**src/sv/cfpb_pkg.sv**
```systemverilog
// ----------------------------------------------------------------------------
// cfpb_pkg
// Shared types, constants and the CRC byte update of the packet builder.
// ----------------------------------------------------------------------------
package cfpb_pkg;

    // Fixed field widths
    localparam int WORD_W = 32;
    localparam int BYTE_W = 8;
    localparam int CRC_W  = 16;
    localparam int SEQ_W  = 16;
    localparam int POS_W  = 6;

    // CRC-16/CCITT-FALSE
    localparam logic [CRC_W-1:0] CRC_INIT = 16'hFFFF;
    localparam logic [CRC_W-1:0] CRC_POLY = 16'h1021;
    localparam logic [CRC_W-1:0] CRC_TOP  = 16'h8000;

    // Configuration register indexes and reset values
    localparam int CFG_IDX_W = 1;
    localparam logic [CFG_IDX_W-1:0] REG_SYNC_FIRST  = 1'b0;
    localparam logic [CFG_IDX_W-1:0] REG_SYNC_SECOND = 1'b1;
    localparam logic [BYTE_W-1:0] SYNC_FIRST_RST  = 8'hAA;
    localparam logic [BYTE_W-1:0] SYNC_SECOND_RST = 8'h55;

    // Command queue between front and back
    localparam int CMDQ_DEPTH = 4;

    // Byte steps of the serializer
    localparam int STEP_W = 4;
    localparam logic [STEP_W-1:0] STEP_HDR0   = 4'd0;
    localparam logic [STEP_W-1:0] STEP_HDR1   = 4'd1;
    localparam logic [STEP_W-1:0] STEP_SEQ_LO = 4'd2;
    localparam logic [STEP_W-1:0] STEP_SEQ_HI = 4'd3;
    localparam logic [STEP_W-1:0] STEP_W0     = 4'd4;
    localparam logic [STEP_W-1:0] STEP_W1     = 4'd5;
    localparam logic [STEP_W-1:0] STEP_W2     = 4'd6;
    localparam logic [STEP_W-1:0] STEP_W3     = 4'd7;
    localparam logic [STEP_W-1:0] STEP_CRC_LO = 4'd8;
    localparam logic [STEP_W-1:0] STEP_CRC_HI = 4'd9;

    // One classified word
    typedef struct packed {
        logic [WORD_W-1:0] word;
        logic              first;
        logic              last;
    } t_cmd;

    // Back end status seen by the top-level checks
    typedef struct packed {
        logic              busy;
        logic              produce;
        logic              last;
        logic [STEP_W-1:0] step;
        logic [1:0]        out_cnt;
    } t_back_stat;

    // Fold one byte into the CRC, msb first
    function automatic logic [CRC_W-1:0] crc_byte(input logic [CRC_W-1:0] crc,
                                                  input logic [BYTE_W-1:0] b);
        logic [CRC_W-1:0] c;
        c = crc ^ {b, 8'h00};
        for (int k = 0; k < 8; k++) begin
            if ((c & CRC_TOP) != '0) begin
                c = {c[CRC_W-2:0], 1'b0} ^ CRC_POLY;
            end else begin
                c = {c[CRC_W-2:0], 1'b0};
            end
        end
        return c;
    endfunction

endpackage

```
**src/sv/cfpb_front.sv**
```systemverilog
// ----------------------------------------------------------------------------
// cfpb_front
// Accepts words and tags each with its place in the packet.
// ----------------------------------------------------------------------------
module cfpb_front #(
    parameter int WORDS_PER_PACKET = 14
) (
    input  logic                      i_clk,
    input  logic                      i_rst_n,
    input  logic                      i_push,
    input  logic                      i_full,
    input  logic [cfpb_pkg::WORD_W-1:0] i_joint_word,
    output logic                      o_we,
    output cfpb_pkg::t_cmd            o_cmd
);
    import cfpb_pkg::*;

    // Packets hold between 2 and 63 words
    localparam int WORDS_EFF = (WORDS_PER_PACKET < 2) ? 2 :
                               ((WORDS_PER_PACKET > 63) ? 63 : WORDS_PER_PACKET);
    localparam logic [POS_W-1:0] POS_LAST = POS_W'(WORDS_EFF - 1);

    logic [POS_W-1:0] r_pos;
    logic [POS_W-1:0] n_pos;
    logic             accept;
    logic             is_last;

    assign accept  = i_push && !i_full;
    assign is_last = (r_pos == POS_LAST);

    // Classify the incoming word
    assign o_we       = accept;
    assign o_cmd.word = i_joint_word;
    assign o_cmd.first = (r_pos == '0);
    assign o_cmd.last  = is_last;

    // Advance the word position, wrap at packet end
    always_comb begin
        n_pos = r_pos;
        if (accept) begin
            n_pos = is_last ? '0 : r_pos + 1'b1;
        end
    end

    always_ff @(posedge i_clk) begin
        if (!i_rst_n) begin
            r_pos <= '0;
        end else begin
            r_pos <= n_pos;
        end
    end

endmodule

```
**src/sv/cfpb_cmdq.sv**
```systemverilog
// ----------------------------------------------------------------------------
// cfpb_cmdq
// Short queue of classified words between front and back.
// ----------------------------------------------------------------------------
module cfpb_cmdq (
    input  logic           i_clk,
    input  logic           i_rst_n,
    input  logic           i_we,
    input  cfpb_pkg::t_cmd i_cmd,
    input  logic           i_re,
    output cfpb_pkg::t_cmd o_cmd,
    output logic           o_full,
    output logic           o_empty
);
    import cfpb_pkg::*;

    localparam int PTR_W = $clog2(CMDQ_DEPTH);
    localparam int CNT_W = $clog2(CMDQ_DEPTH + 1);

    t_cmd             r_mem [CMDQ_DEPTH];
    logic [PTR_W-1:0] r_wp;
    logic [PTR_W-1:0] r_rp;
    logic [CNT_W-1:0] r_cnt;
    logic             do_wr;
    logic             do_rd;

    assign o_full  = (r_cnt == CNT_W'(CMDQ_DEPTH));
    assign o_empty = (r_cnt == '0);
    assign do_wr   = i_we && !o_full;
    assign do_rd   = i_re && !o_empty;
    assign o_cmd   = r_mem[r_rp];

    // Store the entry
    always_ff @(posedge i_clk) begin
        if (do_wr) begin
            r_mem[r_wp] <= i_cmd;
        end
    end

    // Move pointers and count
    always_ff @(posedge i_clk) begin
        if (!i_rst_n) begin
            r_wp  <= '0;
            r_rp  <= '0;
            r_cnt <= '0;
        end else begin
            if (do_wr) begin
                r_wp <= (r_wp == PTR_W'(CMDQ_DEPTH - 1)) ? '0 : r_wp + 1'b1;
            end
            if (do_rd) begin
                r_rp <= (r_rp == PTR_W'(CMDQ_DEPTH - 1)) ? '0 : r_rp + 1'b1;
            end
            if (do_wr && !do_rd) begin
                r_cnt <= r_cnt + 1'b1;
            end else if (do_rd && !do_wr) begin
                r_cnt <= r_cnt - 1'b1;
            end
        end
    end

endmodule

```
**src/sv/cfpb_back.sv**
```systemverilog
// ----------------------------------------------------------------------------
// cfpb_back
// Serializes each word into bytes, adds header and CRC, buffers the output.
// ----------------------------------------------------------------------------
module cfpb_back (
    input  logic                        i_clk,
    input  logic                        i_rst_n,
    input  logic [cfpb_pkg::BYTE_W-1:0] i_sync_first,
    input  logic [cfpb_pkg::BYTE_W-1:0] i_sync_second,
    input  cfpb_pkg::t_cmd              i_cmd,
    input  logic                        i_cmd_empty,
    output logic                        o_cmd_re,
    input  logic                        i_pop,
    output logic                        o_empty,
    output logic [cfpb_pkg::BYTE_W-1:0] o_out_byte,
    output logic                        o_packet_end,
    output cfpb_pkg::t_back_stat        o_stat
);
    import cfpb_pkg::*;

    logic              r_busy;
    t_cmd              r_cmd;
    logic [STEP_W-1:0] r_step;
    logic [CRC_W-1:0]  r_crc;
    logic [SEQ_W-1:0]  r_seq;

    logic [BYTE_W-1:0] r_obyte [2];
    logic              r_oend  [2];
    logic              r_wp;
    logic              r_rp;
    logic [1:0]        r_ocnt;

    logic [BYTE_W-1:0] cur_byte;
    logic [CRC_W-1:0]  crc_in;
    logic [CRC_W-1:0]  crc_nx;
    logic              last_step;
    logic              pop_acc;
    logic              produce;
    logic              load;

    // Pick the byte of the current step
    always_comb begin
        case (r_step)
            STEP_HDR0:   cur_byte = i_sync_first;
            STEP_HDR1:   cur_byte = i_sync_second;
            STEP_SEQ_LO: cur_byte = r_seq[7:0];
            STEP_SEQ_HI: cur_byte = r_seq[15:8];
            STEP_W0:     cur_byte = r_cmd.word[7:0];
            STEP_W1:     cur_byte = r_cmd.word[15:8];
            STEP_W2:     cur_byte = r_cmd.word[23:16];
            STEP_W3:     cur_byte = r_cmd.word[31:24];
            STEP_CRC_LO: cur_byte = r_crc[7:0];
            STEP_CRC_HI: cur_byte = r_crc[15:8];
            default:     cur_byte = '0;
        endcase
    end

    // CRC restarts on the sequence low byte
    assign crc_in = (r_step == STEP_SEQ_LO) ? CRC_INIT : r_crc;
    assign crc_nx = crc_byte(crc_in, cur_byte);

    assign last_step = ((r_step == STEP_W3) && !r_cmd.last) || (r_step == STEP_CRC_HI);
    assign pop_acc   = i_pop && !o_empty;
    assign produce   = r_busy && ((r_ocnt != 2'd2) || pop_acc);
    assign load      = !i_cmd_empty && (!r_busy || (produce && last_step));
    assign o_cmd_re  = load;

    // Step through the bytes of one word
    always_ff @(posedge i_clk) begin
        if (!i_rst_n) begin
            r_busy <= 1'b0;
            r_step <= STEP_W0;
            r_seq  <= '0;
        end else begin
            if (load) begin
                r_busy <= 1'b1;
                r_step <= i_cmd.first ? STEP_HDR0 : STEP_W0;
            end else if (produce) begin
                if (last_step) begin
                    r_busy <= 1'b0;
                end else begin
                    r_step <= r_step + 1'b1;
                end
            end
            if (produce && (r_step == STEP_SEQ_HI)) begin
                r_seq <= r_seq + 1'b1;
            end
        end
    end

    // Hold the word and the running CRC
    always_ff @(posedge i_clk) begin
        if (load) begin
            r_cmd <= i_cmd;
        end
        if (produce && (r_step inside {[STEP_SEQ_LO:STEP_W3]})) begin
            r_crc <= crc_nx;
        end
    end

    // Two-entry output buffer
    always_ff @(posedge i_clk) begin
        if (produce) begin
            r_obyte[r_wp] <= cur_byte;
            r_oend[r_wp]  <= (r_step == STEP_CRC_HI);
        end
    end

    always_ff @(posedge i_clk) begin
        if (!i_rst_n) begin
            r_wp   <= 1'b0;
            r_rp   <= 1'b0;
            r_ocnt <= '0;
        end else begin
            if (produce) begin
                r_wp <= ~r_wp;
            end
            if (pop_acc) begin
                r_rp <= ~r_rp;
            end
            if (produce && !pop_acc) begin
                r_ocnt <= r_ocnt + 1'b1;
            end else if (pop_acc && !produce) begin
                r_ocnt <= r_ocnt - 1'b1;
            end
        end
    end

    assign o_empty      = (r_ocnt == '0);
    assign o_out_byte   = r_obyte[r_rp];
    assign o_packet_end = r_oend[r_rp];

    assign o_stat.busy    = r_busy;
    assign o_stat.produce = produce;
    assign o_stat.last    = r_cmd.last;
    assign o_stat.step    = r_step;
    assign o_stat.out_cnt = r_ocnt;

endmodule

```
**src/sv/crc_framed_packet_builder.sv**
```systemverilog
// ----------------------------------------------------------------------------
// crc_framed_packet_builder
// Frames groups of 32-bit words into byte packets with header, sequence
// number and CRC-16/CCITT-FALSE.
//
// Usage:
//   Input queue: drive i_joint_word with push; the word is taken when full is
//   low. Output queue: while empty is low, o_out_byte / o_packet_end show the
//   oldest byte; pop takes it. o_packet_end marks the CRC high byte.
//   Config: i_cfg_we writes i_cfg_data into sync byte i_cfg_idx; write only
//   while the block is idle.
//   Throughput: one byte per cycle out of the serializer while the output
//   buffer has room; a word is 4 bytes, 8 for the first word of a packet
//   (header and sequence) and 6 for the last (CRC), so a packet of N words
//   is 4*N+6 bytes. When the block is idle, a pushed word passes through the
//   command queue and the serializer before its first byte shows on the output.
//   A four-word command queue lets the input run ahead of the serializer;
//   full rises when it fills. When pop stays low the two-byte output buffer
//   fills, the serializer halts and the command queue backs up.
//   Reset clears both queues, the word position and the sequence number and
//   restores the sync bytes to 0xAA and 0x55.
// ----------------------------------------------------------------------------
module crc_framed_packet_builder #(
    parameter int WORDS_PER_PACKET = 14
) (
    input  logic                           i_clk,
    input  logic                           i_rst_n,
    input  logic                           push,
    output logic                           full,
    input  logic [cfpb_pkg::WORD_W-1:0]    i_joint_word,
    output logic                           empty,
    input  logic                           pop,
    output logic [cfpb_pkg::BYTE_W-1:0]    o_out_byte,
    output logic                           o_packet_end,
    input  logic                           i_cfg_we,
    input  logic [cfpb_pkg::CFG_IDX_W-1:0] i_cfg_idx,
    input  logic [cfpb_pkg::BYTE_W-1:0]    i_cfg_data
);
    import cfpb_pkg::*;

    logic [BYTE_W-1:0] r_sync_first;
    logic [BYTE_W-1:0] r_sync_second;

    logic       front_we;
    t_cmd       front_cmd;
    t_cmd       q_cmd;
    logic       q_empty;
    logic       q_re;
    t_back_stat back_stat;

    // Configuration registers
    always_ff @(posedge i_clk) begin
        if (!i_rst_n) begin
            r_sync_first  <= SYNC_FIRST_RST;
            r_sync_second <= SYNC_SECOND_RST;
        end else if (i_cfg_we) begin
            case (i_cfg_idx)
                REG_SYNC_FIRST:  r_sync_first  <= i_cfg_data;
                REG_SYNC_SECOND: r_sync_second <= i_cfg_data;
                default:         ;
            endcase
        end
    end

    cfpb_front #(
        .WORDS_PER_PACKET(WORDS_PER_PACKET)
    ) u_front (
        .i_clk        (i_clk),
        .i_rst_n      (i_rst_n),
        .i_push       (push),
        .i_full       (full),
        .i_joint_word (i_joint_word),
        .o_we         (front_we),
        .o_cmd        (front_cmd)
    );

    cfpb_cmdq u_cmdq (
        .i_clk   (i_clk),
        .i_rst_n (i_rst_n),
        .i_we    (front_we),
        .i_cmd   (front_cmd),
        .i_re    (q_re),
        .o_cmd   (q_cmd),
        .o_full  (full),
        .o_empty (q_empty)
    );

    cfpb_back u_back (
        .i_clk         (i_clk),
        .i_rst_n       (i_rst_n),
        .i_sync_first  (r_sync_first),
        .i_sync_second (r_sync_second),
        .i_cmd         (q_cmd),
        .i_cmd_empty   (q_empty),
        .o_cmd_re      (q_re),
        .i_pop         (pop),
        .o_empty       (empty),
        .o_out_byte    (o_out_byte),
        .o_packet_end  (o_packet_end),
        .o_stat        (back_stat)
    );

    // Output buffer never overflows
    a_out_no_overflow: assert property (@(posedge i_clk) disable iff (!i_rst_n)
        !(back_stat.produce && (back_stat.out_cnt == 2'd2) && !(pop && !empty)))
        else $error("output buffer overflow");

    // CRC bytes only follow the last word of a packet
    a_crc_on_last: assert property (@(posedge i_clk) disable iff (!i_rst_n)
        (back_stat.busy && ((back_stat.step == STEP_CRC_LO) ||
                            (back_stat.step == STEP_CRC_HI))) |-> back_stat.last)
        else $error("CRC step outside last word");

    // A CRC high byte produced while the output is empty shows up flagged as packet end
    a_end_flag: assert property (@(posedge i_clk) disable iff (!i_rst_n)
        (back_stat.produce && (back_stat.step == STEP_CRC_HI) && empty)
        |=> (!empty && o_packet_end))
        else $error("packet end flag lost");

endmodule

```
**config.mk**
```make
export PLATFORM = sky130hd
export DESIGN_NAME = crc_framed_packet_builder
export DESIGN_NICKNAME = d
export VERILOG_FILES = /design/src/sv/cfpb_pkg.sv /design/src/sv/cfpb_front.sv /design/src/sv/cfpb_cmdq.sv /design/src/sv/cfpb_back.sv /design/src/sv/crc_framed_packet_builder.sv
export SDC_FILE = /design/constraint.sdc
export NUM_CORES = 1
export LEC_CHECK = 0
export BUFFER_PORTS_ARGS = -buffer_cell sky130_fd_sc_hd__buf_2
export CAP_MARGIN = 20
export CORE_UTILIZATION = 55
export CTS_CLUSTER_SIZE = 16
export DETAILED_ROUTE_END_ITERATION = 6
export GPL_TIMING_DRIVEN = 0
export PLACE_DENSITY_LB_ADDON = 0.12
export SLEW_MARGIN = 20
export SYNTH_ARGS = -nofsm -noshare
export SYNTH_HDL_FRONTEND = slang
export SYNTH_HIERARCHICAL = 1
export SYNTH_SLANG_ARGS = --single-unit
```
**constraint.sdc**
```tcl
create_clock -name i_clk -period 4.15 [get_ports i_clk]
set_input_delay 0.6225 -clock i_clk [delete_from_list [all_inputs] [get_ports i_clk]]
set_output_delay 0.6225 -clock i_clk [all_outputs]
set_load 0.005 [all_outputs]
```
==> impl_metrics.toml <==
[run_status]
outcome = "finished, final reports clean"

[sta]
slew_headroom_pct = 42.9
worst_pin_slew_ns = 0.855
worst_hold_slack_ns = 0.277
finalCriticalPeriod_ns = 3.85
hold_viol = 0
finalWorstSetupSlack_ns = 0.301
maxSlewViolCount = 0
finClkSkew_ns = 0.0324
rsz0062_at_grt = "no"
finalSetupViolCount = 0
fin_tns_setup_ns = 0
max_freq_mhz = 260
period_share_pct = 92.7

[routing]
routed-via-count = 6384
drt_wl_total_um = 22300
drc_errors = 0
first_pass_iters = 5
wire_per_inst_um = 20.3
drt_iter0_markers = 485
viasPerCell = 5.81
ant_nets = 0

[placement]
placed_cells = 1051
place_area_um2 = 11900
numPortBuffers = 24
hpwl_um = 15500
pre_cts_ws_ns = 0.424
globalplace.congestion = 0.876

[clock_tree]
cts_resized = 0
ctsHtreeMaxLevel = 1
insertion_delay_ns = 0.54
numCtsBuffers = 26
cts_buffer_depth = 3
cts-hold-fix-buffers = 0
cts_setup_buffers = 0
root_buffer = "clkbuf_16"
clkTransAtPathRegs_ns = 0.06
cts_tree = "yes"
numClockSinks = 260

[job]
max_cap_violations = 0

[power]
p_sw_mw = 2.87
switching_share_pct = 30.4
vdd_ir_drop_max_uv = 432
p_total_mw = 9.45
pwr-share-seq_pct = 42.8
powerDensity_nw_per_um2 = 741
combinationalPowerShare_pct = 32.0
power.internal_mw = 6.57
clock_power_share_pct = 25.2
power.leakage_nw = 4.48

[grt]
grt_max_degree = 26
grt_pass1_wl_um = 35600
grt_pass1_vias = 6598
gr-usage-all-layers_pct = 21.8
antenna_found_initial = 1
grt_overflow = 0

[die]
die_area_um2 = 21100
fp.dieH_um = 145
rows = 52
coreArea_um2 = 20200
initial_utilization_pct = 55.9
die_x_um = 145
pin_count = 57

[setup_path]
cp.arrival_ns = 4.29
crit_chain = "inv_1 > ha_1 > and3b_1 > clkbuf_1 > a31oi_1 > o21a_1 > nor2_4 > buf_12 > o31ai_1 > ha_1 > inv_1 > fa_1 > xor2_1 > or3_1 > a21boi_0"
startpoint_type = "flop"
worstPathRequired_ns = 4.59
endpoint_kind = "flop"
path_class = "reg2reg"
r2r-start = "u_back/r_step[1]"
critical-path-max-stage-delay_ns = 0.44
crit_fanout = 25
r2r_cells = 15
critPathLaunch = "u_back/r_step[1]"
critPathSlowestCell = "dfxtp_1"

[hold_path]
hold_path.class = "in2reg"
worstHoldPathCells = 1
hold_start = "i_joint_word[29]"

[layout]
fin_area_um2 = 12700
finalNonFillerCells = 1099
final_core_util_pct = 63.2
syn_to_final_growth_pct = 13.1
final_nets = 871
drive_gt1_share_pct = 24.6
antenna_cells_inserted = 0

[yosys]
synth_nets = 813
syn-mean-instance-area_um2 = 15.0
yosys_warnings = 6
netlist_area_um2 = 11300
synthCells = 751
==> critical path: cells and delay by family, from the launching register on <==
family,cells,cell delay [ns]
buf+inv,4,0.60
xor+xnor,1,0.16
compound gates,4,0.96
fa+ha+maj,3,0.96
simple gates,3,0.63
flops,1,0.44
==> final timing paths <==
check	slack [ns]	end
min reg2reg	0.45	r_sync_second[7]
min	0.28	u_cmdq/r_mem[0][31]
max reg2reg	0.30	u_cmdq/r_cnt[2]
max	0.30	u_cmdq/r_cnt[2]
==> metal layers <==
layer / up-vias / wire length (um) / GRT usage (%)
li1: 2932 / - / -
met4: 2 / 429 / 5.89
met3: 41 / 1140 / 3.46
met5: - / 13 / 0
met2: 194 / 11200 / 37.6
met1: 3215 / 9480 / 28.7
==> layout by cell type, fill, tap and decap left out, types with 5 or more instances in the layout <==
| master | n |
|---|---|
| nor2_1 | 31 |
| a21oi_1 | 11 |
| buf_4 | 37 |
| a222oi_1 | 6 |
| mux4_2 | 30 |
| nand3_1 | 19 |
| and3_1 | 5 |
| a31oi_1 | 6 |
| edfxtp_1 | 203 |
| clkbuf_1 | 16 |
| and2_1 | 19 |
| o21ai_1 | 5 |
| nor2b_1 | 6 |
| o211ai_1 | 5 |
| and2_2 | 5 |
| a21boi_0 | 7 |
| nor3_1 | 6 |
| or3_1 | 8 |
| mux2_2 | 15 |
| mux2i_1 | 9 |
| a22oi_1 | 10 |
| clkbuf_8 | 8 |
| xor2_1 | 14 |
| ha_1 | 15 |
| nand4_1 | 8 |
| xnor2_1 | 34 |
| clkbuf_16 | 26 |
| o21ai_0 | 14 |
| inv_1 | 25 |
| buf_2 | 39 |
| dfxtp_1 | 57 |
| buf_12 | 8 |
| nand3b_1 | 7 |
| nand2_1 | 34 |
==> area by class of cell <==
cell class                      instances  area, um2
Buffer                                 69        492
Clock inverter                          9        113
Inverter                               26       97.6
Tap cell                              270        338
Multi-Input combinational cell        396       3460
Fill cell                            1483       7420
Sequential cell                       260       7240
Clock buffer                           39        779
Timing Repair Buffer                   30        228
==> flip-flops by register name, indices dropped and copies added, names as in the netlist, named ones only <==
name and count:
u_back/r_seq 16, u_cmdq/r_mem 136, r_sync_first 8, r_sync_second 8, u_back/r_step 4, u_back/r_crc 16, u_back/r_oend 2, u_back/r_busy 1
u_cmdq/r_rp 2, u_cmdq/r_cnt 3, u_back/r_wp 1, u_back/r_ocnt 2, u_back/r_rp 1, u_back/r_cmd 32, u_cmdq/r_wp 2, u_front/r_pos 6
u_back/o_stat 1, u_back/r_obyte 16
==> power by group through the flow <==
stage                     sequential (mW)  clock [mW]  combinational, mW
after floorplan                      3.96           0               2.28
after global placement               4.10           0               2.83
after detailed placement             4.10           0               3.03
after CTS                            4.05        2.43               3.05
after global routing                 4.10        2.52               3.27
final                                4.04        2.38               3.02
Note: power is estimated with default switching activity, not from simulation.
